File: config.mk
export PLATFORM = sky130hd
export DESIGN_NAME = two_level_page_table_walker_core_flat
export DESIGN_NICKNAME = d
export VERILOG_FILES = /design/src/rtl/tlptw_pkg.sv /design/src/rtl/tlptw_if.sv /design/src/rtl/two_level_page_table_walker_core.sv /design/src/flat_wrapper.sv
export SDC_FILE = /design/constraint.sdc
export NUM_CORES = 1
export LEC_CHECK = 0
export BUFFER_PORTS_ARGS = -buffer_cell sky130_fd_sc_hd__buf_2
export CELL_PAD_IN_SITES_DETAIL_PLACEMENT = 0
export CELL_PAD_IN_SITES_GLOBAL_PLACEMENT = 2
export CORE_MARGIN = 1.5
export CORE_UTILIZATION = 25
export DETAILED_ROUTE_END_ITERATION = 12
export PLACE_DENSITY_LB_ADDON = 0.1
export SETUP_SLACK_MARGIN = 0.05
export SYNTH_ARGS = -nofsm -noshare
export SYNTH_HDL_FRONTEND = slang
export SYNTH_SLANG_ARGS = --single-unit
File: constraint.sdc
create_clock -name clk -period 12.5 [get_ports clk]
set_input_delay 0.625 -clock clk [delete_from_list [all_inputs] [get_ports clk]]
set_output_delay 0.625 -clock clk [all_outputs]
set_load 0.02 [all_outputs]
File: src/rtl/tlptw_pkg.sv
`default_nettype none
// ----------------------------------------------------------------------------
// tlptw_pkg
// Types and codes shared by the two-level page table walker and its channels.
// ----------------------------------------------------------------------------
package tlptw_pkg;

  localparam int VaWidth = 32;
  localparam int DescWidth = 32;
  localparam int ModeWidth = 5;
  localparam int StatusWidth = 3;
  localparam int DomainWidth = 4;
  localparam int CfgIndexWidth = 2;
  localparam int CfgDataWidth = 32;
  localparam int TableBaseWidth = 18;
  localparam int ProtWidth = 2;

  localparam logic OP_TRANSLATE = 1'b0;
  localparam logic OP_DESCRIPTOR = 1'b1;

  localparam logic RK_READ = 1'b0;
  localparam logic RK_FINAL = 1'b1;

  localparam logic [StatusWidth-1:0] ST_OK = 3'd0;
  localparam logic [StatusWidth-1:0] ST_SECTION_TRANS = 3'd1;
  localparam logic [StatusWidth-1:0] ST_PAGE_TRANS = 3'd2;
  localparam logic [StatusWidth-1:0] ST_SECTION_DOMAIN = 3'd3;
  localparam logic [StatusWidth-1:0] ST_PAGE_DOMAIN = 3'd4;
  localparam logic [StatusWidth-1:0] ST_SECTION_PERM = 3'd5;
  localparam logic [StatusWidth-1:0] ST_PAGE_PERM = 3'd6;
  localparam logic [StatusWidth-1:0] ST_FINE_UNSUPPORTED = 3'd7;

  localparam logic [CfgIndexWidth-1:0] REG_TABLE_BASE = 2'd0;
  localparam logic [CfgIndexWidth-1:0] REG_DOMAIN_ACCESS = 2'd1;
  localparam logic [CfgIndexWidth-1:0] REG_PROTECTION_BITS = 2'd2;

  localparam logic [1:0] DESC_FAULT = 2'd0;
  localparam logic [1:0] DESC_COARSE = 2'd1;
  localparam logic [1:0] DESC_SECTION = 2'd2;
  localparam logic [1:0] DESC_FINE = 2'd3;

  localparam logic [1:0] L2_LARGE = 2'd1;
  localparam logic [1:0] L2_SMALL = 2'd2;

  localparam logic [1:0] DOM_CLIENT = 2'd1;
  localparam logic [1:0] DOM_MANAGER = 2'd3;

  localparam logic [ModeWidth-1:0] MODE_USER = 5'b10000;

  typedef struct packed {
    logic                 opcode;
    logic [VaWidth-1:0]   virtual_address;
    logic [ModeWidth-1:0] processor_mode;
    logic                 is_write;
    logic [DescWidth-1:0] descriptor;
  } req_t;

  typedef struct packed {
    logic                   result_kind;
    logic [VaWidth-1:0]     address;
    logic [StatusWidth-1:0] status;
    logic [DomainWidth-1:0] fault_domain;
    logic                   cacheable;
  } rsp_t;

endpackage
`default_nettype wire

File: src/rtl/tlptw_if.sv
`default_nettype none
// ----------------------------------------------------------------------------
// tlptw_if
// Valid/ready channels for walker requests and walker results.
// ----------------------------------------------------------------------------
interface tlptw_req_if
  import tlptw_pkg::*;
  ();
  logic valid;
  logic ready;
  req_t payload;

  modport source (output valid, output payload, input ready);
  modport sink (input valid, input payload, output ready);
endinterface

interface tlptw_rsp_if
  import tlptw_pkg::*;
  ();
  logic valid;
  logic ready;
  rsp_t payload;

  modport source (output valid, output payload, input ready);
  modport sink (input valid, input payload, output ready);
endinterface
`default_nettype wire

File: src/rtl/two_level_page_table_walker_core.sv
// Each result is registered. Throughput: one item per cycle while the skid
// entry is empty; the walk state is updated at the transfer edge, so a
// descriptor may follow its read request in the next cycle.
// A two-entry output stage (result register plus skid) lets req take an
// item while a result waits. Items in the wrong phase are dropped silently.
// Reset (rst, synchronous) clears config, walk state and valid flags; walk to idle.
`default_nettype none
// ----------------------------------------------------------------------------
// two_level_page_table_walker_core
// Two-level translation table walker with domain and permission checks.
// ----------------------------------------------------------------------------
module two_level_page_table_walker_core
  import tlptw_pkg::*;
(
  input  wire logic                     clk,
  input  wire logic                     rst,
  tlptw_req_if.sink                     req,
  tlptw_rsp_if.source                   rsp,
  input  wire logic                     cfg_we,
  input  wire logic [CfgIndexWidth-1:0] cfg_index,
  input  wire logic [CfgDataWidth-1:0]  cfg_data
);

  typedef enum logic [2:0] {
    PH_IDLE = 3'b001,
    PH_L1   = 3'b010,
    PH_L2   = 3'b100
  } phase_t;

  logic [TableBaseWidth-1:0] table_base;
  logic [31:0]               domain_access;
  logic [ProtWidth-1:0]      protection_bits;

  phase_t                 phase, phase_next;
  logic [VaWidth-1:0]     held_vaddr, held_vaddr_next;
  logic                   held_user, held_user_next;
  logic                   held_write, held_write_next;
  logic [DomainWidth-1:0] held_domain, held_domain_next;

  logic rsp_valid;
  rsp_t rsp_data;
  logic skid_valid;
  rsp_t skid_data;

  logic accept, pop, produce;
  rsp_t result;

  req_t                   item;
  logic [DomainWidth-1:0] l1_dom;
  logic [1:0]             l1_class, l2_class, l2_sub, l2_ap;
  logic [StatusWidth-1:0] sec_status, page_status;
  logic                   page_cache;

  function automatic logic access_ok(input logic [1:0] ap, input logic user,
                                     input logic wr, input logic [1:0] prot);
    logic ok;
    if (user) begin
      case (ap)
        2'd0:    ok = (prot == 2'd2) && !wr;
        2'd1:    ok = 1'b0;
        2'd2:    ok = !wr;
        default: ok = 1'b1;
      endcase
    end else begin
      ok = (ap != 2'd0) || ((prot != 2'd0) && !wr);
    end
    return ok;
  endfunction

  function automatic logic [StatusWidth-1:0] check(
      input logic [1:0] cls, input logic ok,
      input logic [StatusWidth-1:0] dom_code, input logic [StatusWidth-1:0] perm_code);
    logic [StatusWidth-1:0] st;
    if (cls == DOM_MANAGER) begin
      st = ST_OK;
    end else if (cls == DOM_CLIENT) begin
      st = ok ? ST_OK : perm_code;
    end else begin
      st = dom_code;
    end
    return st;
  endfunction

  assign item = req.payload;
  assign pop = rsp_valid && rsp.ready;
  assign req.ready = !skid_valid;
  assign accept = req.valid && !skid_valid;
  assign rsp.valid = rsp_valid;
  assign rsp.payload = rsp_data;

  assign l1_dom = item.descriptor[8:5];
  assign l1_class = domain_access[{l1_dom, 1'b0} +: 2];
  assign l2_class = domain_access[{held_domain, 1'b0} +: 2];
  assign l2_sub = (item.descriptor[1:0] == L2_LARGE) ? held_vaddr[15:14] : held_vaddr[11:10];
  assign l2_ap = item.descriptor[{l2_sub, 1'b0} + 5'd4 +: 2];
  assign sec_status = check(l1_class,
      access_ok(item.descriptor[11:10], held_user, held_write, protection_bits),
      ST_SECTION_DOMAIN, ST_SECTION_PERM);
  assign page_status = check(l2_class,
      access_ok(l2_ap, held_user, held_write, protection_bits),
      ST_PAGE_DOMAIN, ST_PAGE_PERM);
  assign page_cache = |item.descriptor[3:2];

  always_comb begin
    phase_next = phase;
    held_vaddr_next = held_vaddr;
    held_user_next = held_user;
    held_write_next = held_write;
    held_domain_next = held_domain;
    produce = 1'b0;
    result = '0;
    if (item.opcode == OP_TRANSLATE) begin
      if (phase == PH_IDLE) begin
        produce = 1'b1;
        phase_next = PH_L1;
        held_vaddr_next = item.virtual_address;
        held_user_next = (item.processor_mode == MODE_USER);
        held_write_next = item.is_write;
        result.result_kind = RK_READ;
        result.address = {table_base, item.virtual_address[31:20], 2'b00};
      end
    end else begin
      case (phase)
        PH_L1: begin
          produce = 1'b1;
          result.fault_domain = l1_dom;
          case (item.descriptor[1:0])
            DESC_COARSE: begin
              phase_next = PH_L2;
              held_domain_next = l1_dom;
              result.result_kind = RK_READ;
              result.address = {item.descriptor[31:10], held_vaddr[19:12], 2'b00};
            end
            DESC_SECTION: begin
              phase_next = PH_IDLE;
              result.result_kind = RK_FINAL;
              result.status = sec_status;
              result.cacheable = item.descriptor[3];
              if (sec_status == ST_OK) begin
                result.address = {item.descriptor[31:20], held_vaddr[19:0]};
              end
            end
            DESC_FINE: begin
              phase_next = PH_IDLE;
              result.result_kind = RK_FINAL;
              result.status = ST_FINE_UNSUPPORTED;
            end
            default: begin
              phase_next = PH_IDLE;
              result.result_kind = RK_FINAL;
              result.status = ST_SECTION_TRANS;
            end
          endcase
        end
        PH_L2: begin
          produce = 1'b1;
          phase_next = PH_IDLE;
          result.result_kind = RK_FINAL;
          result.fault_domain = held_domain;
          result.cacheable = page_cache;
          case (item.descriptor[1:0])
            L2_LARGE: begin
              result.status = page_status;
              if (page_status == ST_OK) begin
                result.address = {item.descriptor[31:16], held_vaddr[15:0]};
              end
            end
            L2_SMALL: begin
              result.status = page_status;
              if (page_status == ST_OK) begin
                result.address = {item.descriptor[31:12], held_vaddr[11:0]};
              end
            end
            default: begin
              result.status = ST_PAGE_TRANS;
            end
          endcase
        end
        default: begin
          produce = 1'b0;
        end
      endcase
    end
  end

  always_ff @(posedge clk) begin
    if (rst) begin
      table_base <= '0;
      domain_access <= '0;
      protection_bits <= '0;
    end else if (cfg_we) begin
      case (cfg_index)
        REG_TABLE_BASE:      table_base <= cfg_data[TableBaseWidth-1:0];
        REG_DOMAIN_ACCESS:   domain_access <= cfg_data;
        REG_PROTECTION_BITS: protection_bits <= cfg_data[ProtWidth-1:0];
        default: ;
      endcase
    end
  end

  always_ff @(posedge clk) begin
    if (rst) begin
      phase <= PH_IDLE;
      held_vaddr <= '0;
      held_user <= 1'b0;
      held_write <= 1'b0;
      held_domain <= '0;
    end else if (accept) begin
      phase <= phase_next;
      held_vaddr <= held_vaddr_next;
      held_user <= held_user_next;
      held_write <= held_write_next;
      held_domain <= held_domain_next;
    end
  end

  // result register with skid entry
  always_ff @(posedge clk) begin
    if (rst) begin
      rsp_valid <= 1'b0;
      skid_valid <= 1'b0;
    end else if (skid_valid) begin
      if (pop) begin
        rsp_data <= skid_data;
        skid_valid <= 1'b0;
      end
    end else if (accept && produce) begin
      if (!rsp_valid || pop) begin
        rsp_data <= result;
        rsp_valid <= 1'b1;
      end else begin
        skid_data <= result;
        skid_valid <= 1'b1;
      end
    end else if (pop) begin
      rsp_valid <= 1'b0;
    end
  end

`ifndef NO_ASSERTIONS
  a_skid_behind_out: assert property (@(posedge clk) disable iff (rst)
    skid_valid |-> rsp_valid)
    else $error("skid entry held without a result in the output register");

  a_final_ends_walk: assert property (@(posedge clk) disable iff (rst)
    (accept && produce && result.result_kind == RK_FINAL) |=> (phase == PH_IDLE))
    else $error("final result did not return the walk to idle");

  a_read_status_ok: assert property (@(posedge clk) disable iff (rst)
    (rsp_valid && rsp_data.result_kind == RK_READ) |-> (rsp_data.status == ST_OK))
    else $error("read request carries a fault status");

  a_fault_zero_addr: assert property (@(posedge clk) disable iff (rst)
    (rsp_valid && rsp_data.status != ST_OK) |-> (rsp_data.address == '0))
    else $error("fault result with nonzero address");
`endif

endmodule
`default_nettype wire
File: src/flat_wrapper.sv
// flat-port wrapper written by rule: the top's interface ports become plain ports
module two_level_page_table_walker_core_flat import tlptw_pkg::*;
  (clk, rst, cfg_we, cfg_index, cfg_data, req_valid, req_payload, req_ready, rsp_valid, rsp_payload, rsp_ready);
  tlptw_req_if req_i ();
  tlptw_rsp_if rsp_i ();
  input  wire logic clk;
  input  wire logic rst;
  input  wire logic cfg_we;
  input  wire logic [CfgIndexWidth-1:0] cfg_index;
  input  wire logic [CfgDataWidth-1:0] cfg_data;
  input wire logic [$bits(req_i.valid)-1:0] req_valid;
  input wire logic [$bits(req_i.payload)-1:0] req_payload;
  output wire logic [$bits(req_i.ready)-1:0] req_ready;
  output wire logic [$bits(rsp_i.valid)-1:0] rsp_valid;
  output wire logic [$bits(rsp_i.payload)-1:0] rsp_payload;
  input wire logic [$bits(rsp_i.ready)-1:0] rsp_ready;
  assign req_i.valid = req_valid;
  assign req_i.payload = req_payload;
  assign req_ready = req_i.ready;
  assign rsp_valid = rsp_i.valid;
  assign rsp_payload = rsp_i.payload;
  assign rsp_i.ready = rsp_ready;
  two_level_page_table_walker_core u_core (.clk(clk), .rst(rst), .req(req_i), .rsp(rsp_i), .cfg_we(cfg_we), .cfg_index(cfg_index), .cfg_data(cfg_data));
endmodule
==> reports/summary.txt, run 1 <==
Status -> complete, no violations
Area of the mapped netlist -> 7974 sq um
Synth top area share -> 0.3088
CP Launch Type -> register
LEAKAGE -> 0.003541 uW
Die footprint -> 32980 sq um
Non-Filler Cell Area, Final -> 9718 sq um
H-tree depth -> 4
Vias -> 6600
CP endpoint kind -> register
Setup TNS -> 0 ns
Worst min-delay path class -> input port to register
MaxCap Viol Count -> 0
Final hold viol count -> 0
Rows -> 65
Die width -> 181.6 um
Initial antenna violation count -> 1
Cell mode on critical path -> mux4_2
Latest clock arrival within the worst-skew pair -> 0.43 ns
Worst path cell trace -> mux4_2 > mux4_2 > o41ai_4 > a21oi_2 > a311oi_2 > o21ai_1
Layout cell share with drive strength beyond 1 -> 0.2383
Tot GR Track Use -> 0.1612
First-pass GRT wire length -> 40050 um
Seq pwr share -> 0.473
Clock power frac -> 0.427
Wire per inst -> 19.33 um
P&R area growth vs syn -> 21.87%
Cell count after synthesis -> 832
Net Sw Frac -> 0.2752
Nets -> 1066
Final WL -> 26430 um
Crit path required time -> 12.65 ns
Net Switching -> 346.5 uW
Adder-Cell Fraction of Synth Area -> 0.006276
Antenna Cells -> 0
Final Max Slew Viols -> 0
Slowest cell on crit path -> a311oi_2
Setup CP Type -> register to register
Reg2reg setup slack -> 8.47 ns
Most common library cells after synthesis -> 204 x nand2_1, 104 x a21oi_1, 83 x dfxtp_1
Detailed placer's ending HPWL -> 18150 um
Mux contribution to synthesized area -> 0.07908
Top Ports -> 153
Hold_sp -> rsp_ready
Cts repair resizes -> 0
Initial Util -> 0.2533
Remaining DRCs -> 0
TritonCTS Buffers -> 17
Pwr dens -> 129.5 nW/um^2
RSZ-0062 raised after global routing -> no
Placement Setup Slack -> 8.182 ns
Root Buffer -> clkbuf_16
Worst stage delay on the critical path -> 0.97 ns
Die height -> 181.6 um
Reg clk slew, reported paths -> 0.08 ns
Port bufs -> 152
Crit path time final -> 4.026 ns
Largest family of logic cells by synthesized area -> compound AO/OA/AOI/OAI gates
Yosys Warn Count -> 0
Int Pwr -> 912.4 uW
Async SR Flop Fraction -> 0
Reg2reg start -> u_core.held_domain[0]
Max Fclk -> 248.4 MHz
Via/cell ratio -> 4.828
CTS tree -> yes
Sequential share of the synthesized area -> 0.5172
DRT Pass-1 Iters -> 7
Total grt overflow -> 0
Total Power -> 1259 uW
Compound-Gate Fraction of Synth Area -> 0.1944
Synth area leaders -> edfxtp_1 31%, dfxtp_1 21%, nand2_1 9.6%, a21oi_1 6.5%, mux4_2 5.1%
Clock Tree Buf Depth -> 2
Worst slew pin tran -> 1.042 ns
Sink Count -> 165
Crit share post-route -> 0.3220
Largest net degree at the start of global routing -> 80
Synth cell types -> 58
Post-CTS Setup Bufs -> 0
Setup crit start -> u_core.held_domain[0]
Vias in the first global route -> 6487
Post-DRT Antenna Nets -> 0
Synth Flop Type -> dfxtp_1
Post-Synth Simple-Gate Area -> 0.1662
Xor and xnor fraction of the mapped netlist area -> 0
# hold bufs at CTS -> 0
Setup WS post-layout -> 8.474 ns
Maximum VDD drop -> 0.08590 mV
Comb power frac -> 0.100
Iteration-0 DRC Markers -> 453
Most numerous cell in the Yosys netlist -> nand2_1
Core area -> 31470 sq um
Worst rel slew slack -> 0.3051
Number of flops mapped to enable cells by yosys -> 82
Setup violators final -> 0
CP Max Fanout -> 17
Syn avg cell area -> 9.584 sq um
Cell Area, Placed -> 9130 sq um
Syn_nets -> 946
Seq cells post-synth -> 165
Clock Skew -> 0.01802 ns
Critical path arrival -> 4.18 ns
Routability Congestion -> 0.7297
Area leader, netlist -> edfxtp_1
==> per-stage QoR <==
stage,utilization,hold WS (ns),std cells
finish,0.3088,0.4023,1367
global route,0.3088,0.3905,1367
CTS,0.3088,0.3751,1367
detailed placement,0.2901,0.4513,1335
global placement,0.2901,0.4503,1335
floorplan,-,0.4360,832
==> cell type report <==
cell class | count | area (sq um)
clock buffers | 17 | 425.4
clock inverters | 15 | 162.7
fillers | 3318 | 21760
inverters | 11 | 41.29
multi-input cells | 592 | 3602
flip-flops and latches | 165 | 4125
well taps | 402 | 503.0
repair buffers | 165 | 858.3
==> flip-flops by register name (all words and copies together), names as in the netlist <==
register and cells:
u_core.rsp.payload 41, u_core.skid_data 41, u_core.domain_access 32, u_core.held_vaddr 20
u_core.table_base 18, u_core.held_domain 4, u_core.phase 3, u_core.protection_bits 2
u_core.held_user 1, u_core.held_write 1, u_core.rsp.valid 1, u_core.skid_valid 1
==> placed cells by master (no fill, tap or decap), types with 4 or more instances in the layout <==
cell and n:
a31oi_1 9, mux4_2 18, o211ai_1 4, nand3_1 7
o21ai_0 21, nand2_1 204, inv_1 11, mux2i_1 18
a221oi_1 5, o21ai_1 24, nor2b_1 6, inv_8 5
clkbuf_16 17, a22o_1 24, buf_4 13, a211oi_1 4
nand2b_1 4, o221ai_1 4, a21oi_1 104, and2_1 5
a22oi_1 15, a32o_1 4, nor2_1 27, and3_1 25
o31ai_1 5, a21boi_0 4, edfxtp_1 82, dfxtp_1 82
buf_2 152, mux2_2 4, ha_1 4, nor3_1 5
==> worst paths after layout <==
| check | end | cells after the start |
|---|---|---|
| worst max-delay path | u_core.rsp.payload[31] | 6 |
| worst min-delay path | u_core.skid_valid | 2 |
| worst max register to register | u_core.rsp.payload[31] | 6 |
| worst min register to register | u_core.held_vaddr[0] | 2 |
==> routing by layer <==
metal,vias up,wire length [um],GRT usage
met1,3149,12960,0.2246
li1,3281,-,-
met4,2,257,0.04233
met3,15,880,0.02587
met5,-,13,0
met2,153,12320,0.2591
==> power groups by stage <==
stage	clock network, uW	logic, uW	registers [uW]
after detailed placement	0	128	608
after global placement	0	128	608
after floorplan	0	70.0	608
final	538	126	595
after global routing	579	141	597
after CTS	561	128	595
==> cells by family (layout without fill, tap and decap cells) <==
logic type	after synthesis	after routing
compound gates	245	245
fa+ha+maj	4	4
buf+inv	75	208
flops	165	165
mux	40	40
simple gates	303	303
==> worst max-delay path, delay by kind of cell (launching register included) <==
| family | cells | cell delay, ns |
|---|---|---|
| multiplexers | 2 | 1.19 |
| AO/OA/AOI/OAI | 4 | 1.82 |
| flip-flops | 1 | 0.73 |
Note: power is estimated with default switching activity, not from simulation.
==> run 2, diff against run 1 <==
clock period = 3.45 ns   (was 12.5 ns; I/O delays follow)
==> run 2 against run 1 <==
Compared with the run above:
- die area unchanged
- sequential share of layout area down 2.0 points
- register-to-register slack worse by 8.2 ns
- wire length down 0.42%
- largest power group unchanged
- highest routed layer unchanged
- flip-flop and latch count unchanged
==> reports/summary.txt, run 2 (synthesis results as in run 1) <==
Placed Cells -> 1349 (was 1335)
CP Launch Type -> register (unchanged)
Port bufs -> 152 (unchanged)
Detailed placer's ending HPWL -> 18600 um (was 18150 um)
Vias in the first global route -> 6551 (was 6487)
Rows -> 65 (unchanged)
First-pass GRT wire length -> 39880 um (was 40050 um)
Die width -> 181.6 um (unchanged)
Non-Filler Cell Area, Final -> 10210 sq um (was 9718 sq um)
Crit path required time -> 3.63 ns (was 12.65 ns)
Pwr dens -> 447.7 nW/um^2 (was 129.5 nW/um^2)
Post-DRT Antenna Nets -> 0 (unchanged)
Core area -> 31470 sq um (unchanged)
Maximum VDD drop -> 0.3124 mV (was 0.08590 mV)
Setup CP Type -> register to register (unchanged)
Largest net degree at the start of global routing -> 66 (was 80)
Crit path time final -> 3.208 ns (was 4.026 ns)
CP endpoint kind -> register (unchanged)
Total grt overflow -> 0 (unchanged)
Setup TNS -> 0 ns (unchanged)
MaxCap Viol Count -> 0 (unchanged)
Crit share post-route -> 0.9298 (was 0.3220)
Layout Cells excl Fill -> 1420 (was 1367)
DRT Pass-1 Iters -> 5 (was 7)
Final hold viol count -> 0 (unchanged)
Via/cell ratio -> 4.830 (was 4.828)
Sink Count -> 165 (unchanged)
Worst rel slew slack -> 0.3122 (was 0.3051)
Commonest non-fill, non-tap cell in the layout -> nand2_1 (unchanged)
Initial Util -> 0.2533 (unchanged)
TritonCTS Buffers -> 17 (unchanged)
Remaining DRCs -> 0 (unchanged)
Wire per inst -> 18.53 um (was 19.33 um)
Latest clock arrival within the worst-skew pair -> 0.44 ns (was 0.43 ns)
Top Ports -> 153 (unchanged)
Vias -> 6859 (was 6600)
Final WL -> 26320 um (was 26430 um)
RSZ-0062 raised after global routing -> no (unchanged)
CP Max Fanout -> 12 (was 17)
Worst slew pin tran -> 1.027 ns (was 1.042 ns)
CTS tree -> yes (unchanged)
Die height -> 181.6 um (unchanged)
Setup violators final -> 0 (unchanged)
Clock Tree Buf Depth -> 2 (unchanged)
H-tree depth -> 4 (unchanged)
Max Fclk -> 311.7 MHz (was 248.4 MHz)
Root Buffer -> clkbuf_16 (unchanged)
Initial antenna violation count -> 2 (was 1)
Clock Skew -> 0.01904 ns (was 0.01802 ns)
LEAKAGE -> 0.003771 uW (was 0.003541 uW)
Iteration-0 DRC Markers -> 377 (was 453)
Nets -> 1119 (was 1066)
Worst min-delay path class -> input port to register (unchanged)
Die footprint -> 32980 sq um (unchanged)
Layout cell share with drive strength beyond 1 -> 0.2407 (was 0.2383)
Tot GR Track Use -> 0.1591 (was 0.1612)
Cell Area, Placed -> 9238 sq um (was 9130 sq um)
Final Max Slew Viols -> 0 (unchanged)
Antenna Cells -> 0 (unchanged)
Status -> complete, no violations (unchanged)
Reg clk slew, reported paths -> 0.07 ns (was 0.08 ns)
Critical path arrival -> 3.38 ns (was 4.18 ns)
Total Power -> 4569 uW (was 1259 uW)
Routability Congestion -> 0.7457 (was 0.7297)
P&R area growth vs syn -> 27.99% (was 21.87%)
Most frequent cells in the layout -> 204 x nand2_1, 152 x buf_2, 104 x a21oi_1, 82 x edfxtp_1, 81 x dfxtp_1 (was 204 x nand2_1, 152 x buf_2, 104 x a21oi_1, 82 x dfxtp_1, 82 x edfxtp_1)
run 2: cell count changes in the layout (fill, tap and decap cells not counted), moves of 4 or more:
| cell | change |
|---|---|
| inv_8 | -5 |
| clkinv_4 | +4 |
| dlygate4sd3_1 | +39 |
| buf_4 | +14 |
run 2: repair_timing:
item	4_1_cts	5_1_grt
buffers inserted	0	0
hold buffers	39	0
resized for setup	1	1
hold endpoints to repair	40	0
setup endpoints to repair	12	8
run 2: where the power goes:
part           internal (uW)  total, uW  switching, uW  leakage [uW]
clock network           1010       1920            905      0.000275
logic                    199        492            293       0.00207
registers               2110       2160           48.4       0.00142
total                   3320       4570           1250       0.00377
run 2: worst paths after layout:
check,startpoint,end,slack (ns),cells past startpoint
max,u_core.held_domain[0],u_core.rsp.payload[29],0.24,8
min,req_payload[53],u_core.held_vaddr[15],0.004,3
max reg2reg,u_core.held_domain[0],u_core.rsp.payload[29],0.24,8
min reg2reg,u_core.held_vaddr[1],u_core.held_vaddr[1],0.46,2
run 2: worst max-delay path, cell delays in order, from the launching register on:
cell      delay, ns
dfxtp_2        0.44
mux4_2         0.54
mux4_2         0.60
o41ai_4        0.46
a21oi_2        0.09
buf_4          0.19
a311oi_1       0.27
buf_4          0.25
o21ai_1        0.10
run 2: metrics by stage:
stage | worst slack, ns | hold slack, ns | util
6_report | 0.2423 | 0.004406 | 0.3243
5_1_grt | 0.08125 | 0.01209 | 0.3243
4_1_cts | 0.1309 | 0.0004053 | 0.3242
3_5_place_dp | -0.003514 | 0.4220 | 0.2935
3_3_place_gp | 0.08715 | 0.4217 | 0.2935
2_1_floorplan | 0.07767 | 0.2687 | -
run 2: routing by layer:
layer | track usage | share of wire | vias to the layer above
met3 | 0.02748 | 0.037 | 20
li1 | - | - | 3389
met4 | 0.04300 | 0.012 | 2
met1 | 0.2228 | 0.49 | 3289
met5 | 0 | 0.00042 | -
met2 | 0.2526 | 0.46 | 159
run 2: area by class of cell:
| class | instances | area [sq um] |
|---|---|---|
| Sequential cell | 165 | 4126 |
| Tap cell | 402 | 503.0 |
| Inverter | 11 | 41.29 |
| Clock buffer | 18 | 429.2 |
| Clock inverter | 14 | 146.4 |
| Fill cell | 3357 | 21270 |
| Timing Repair Buffer | 218 | 1354 |
| Multi-Input combinational cell | 592 | 3606 |
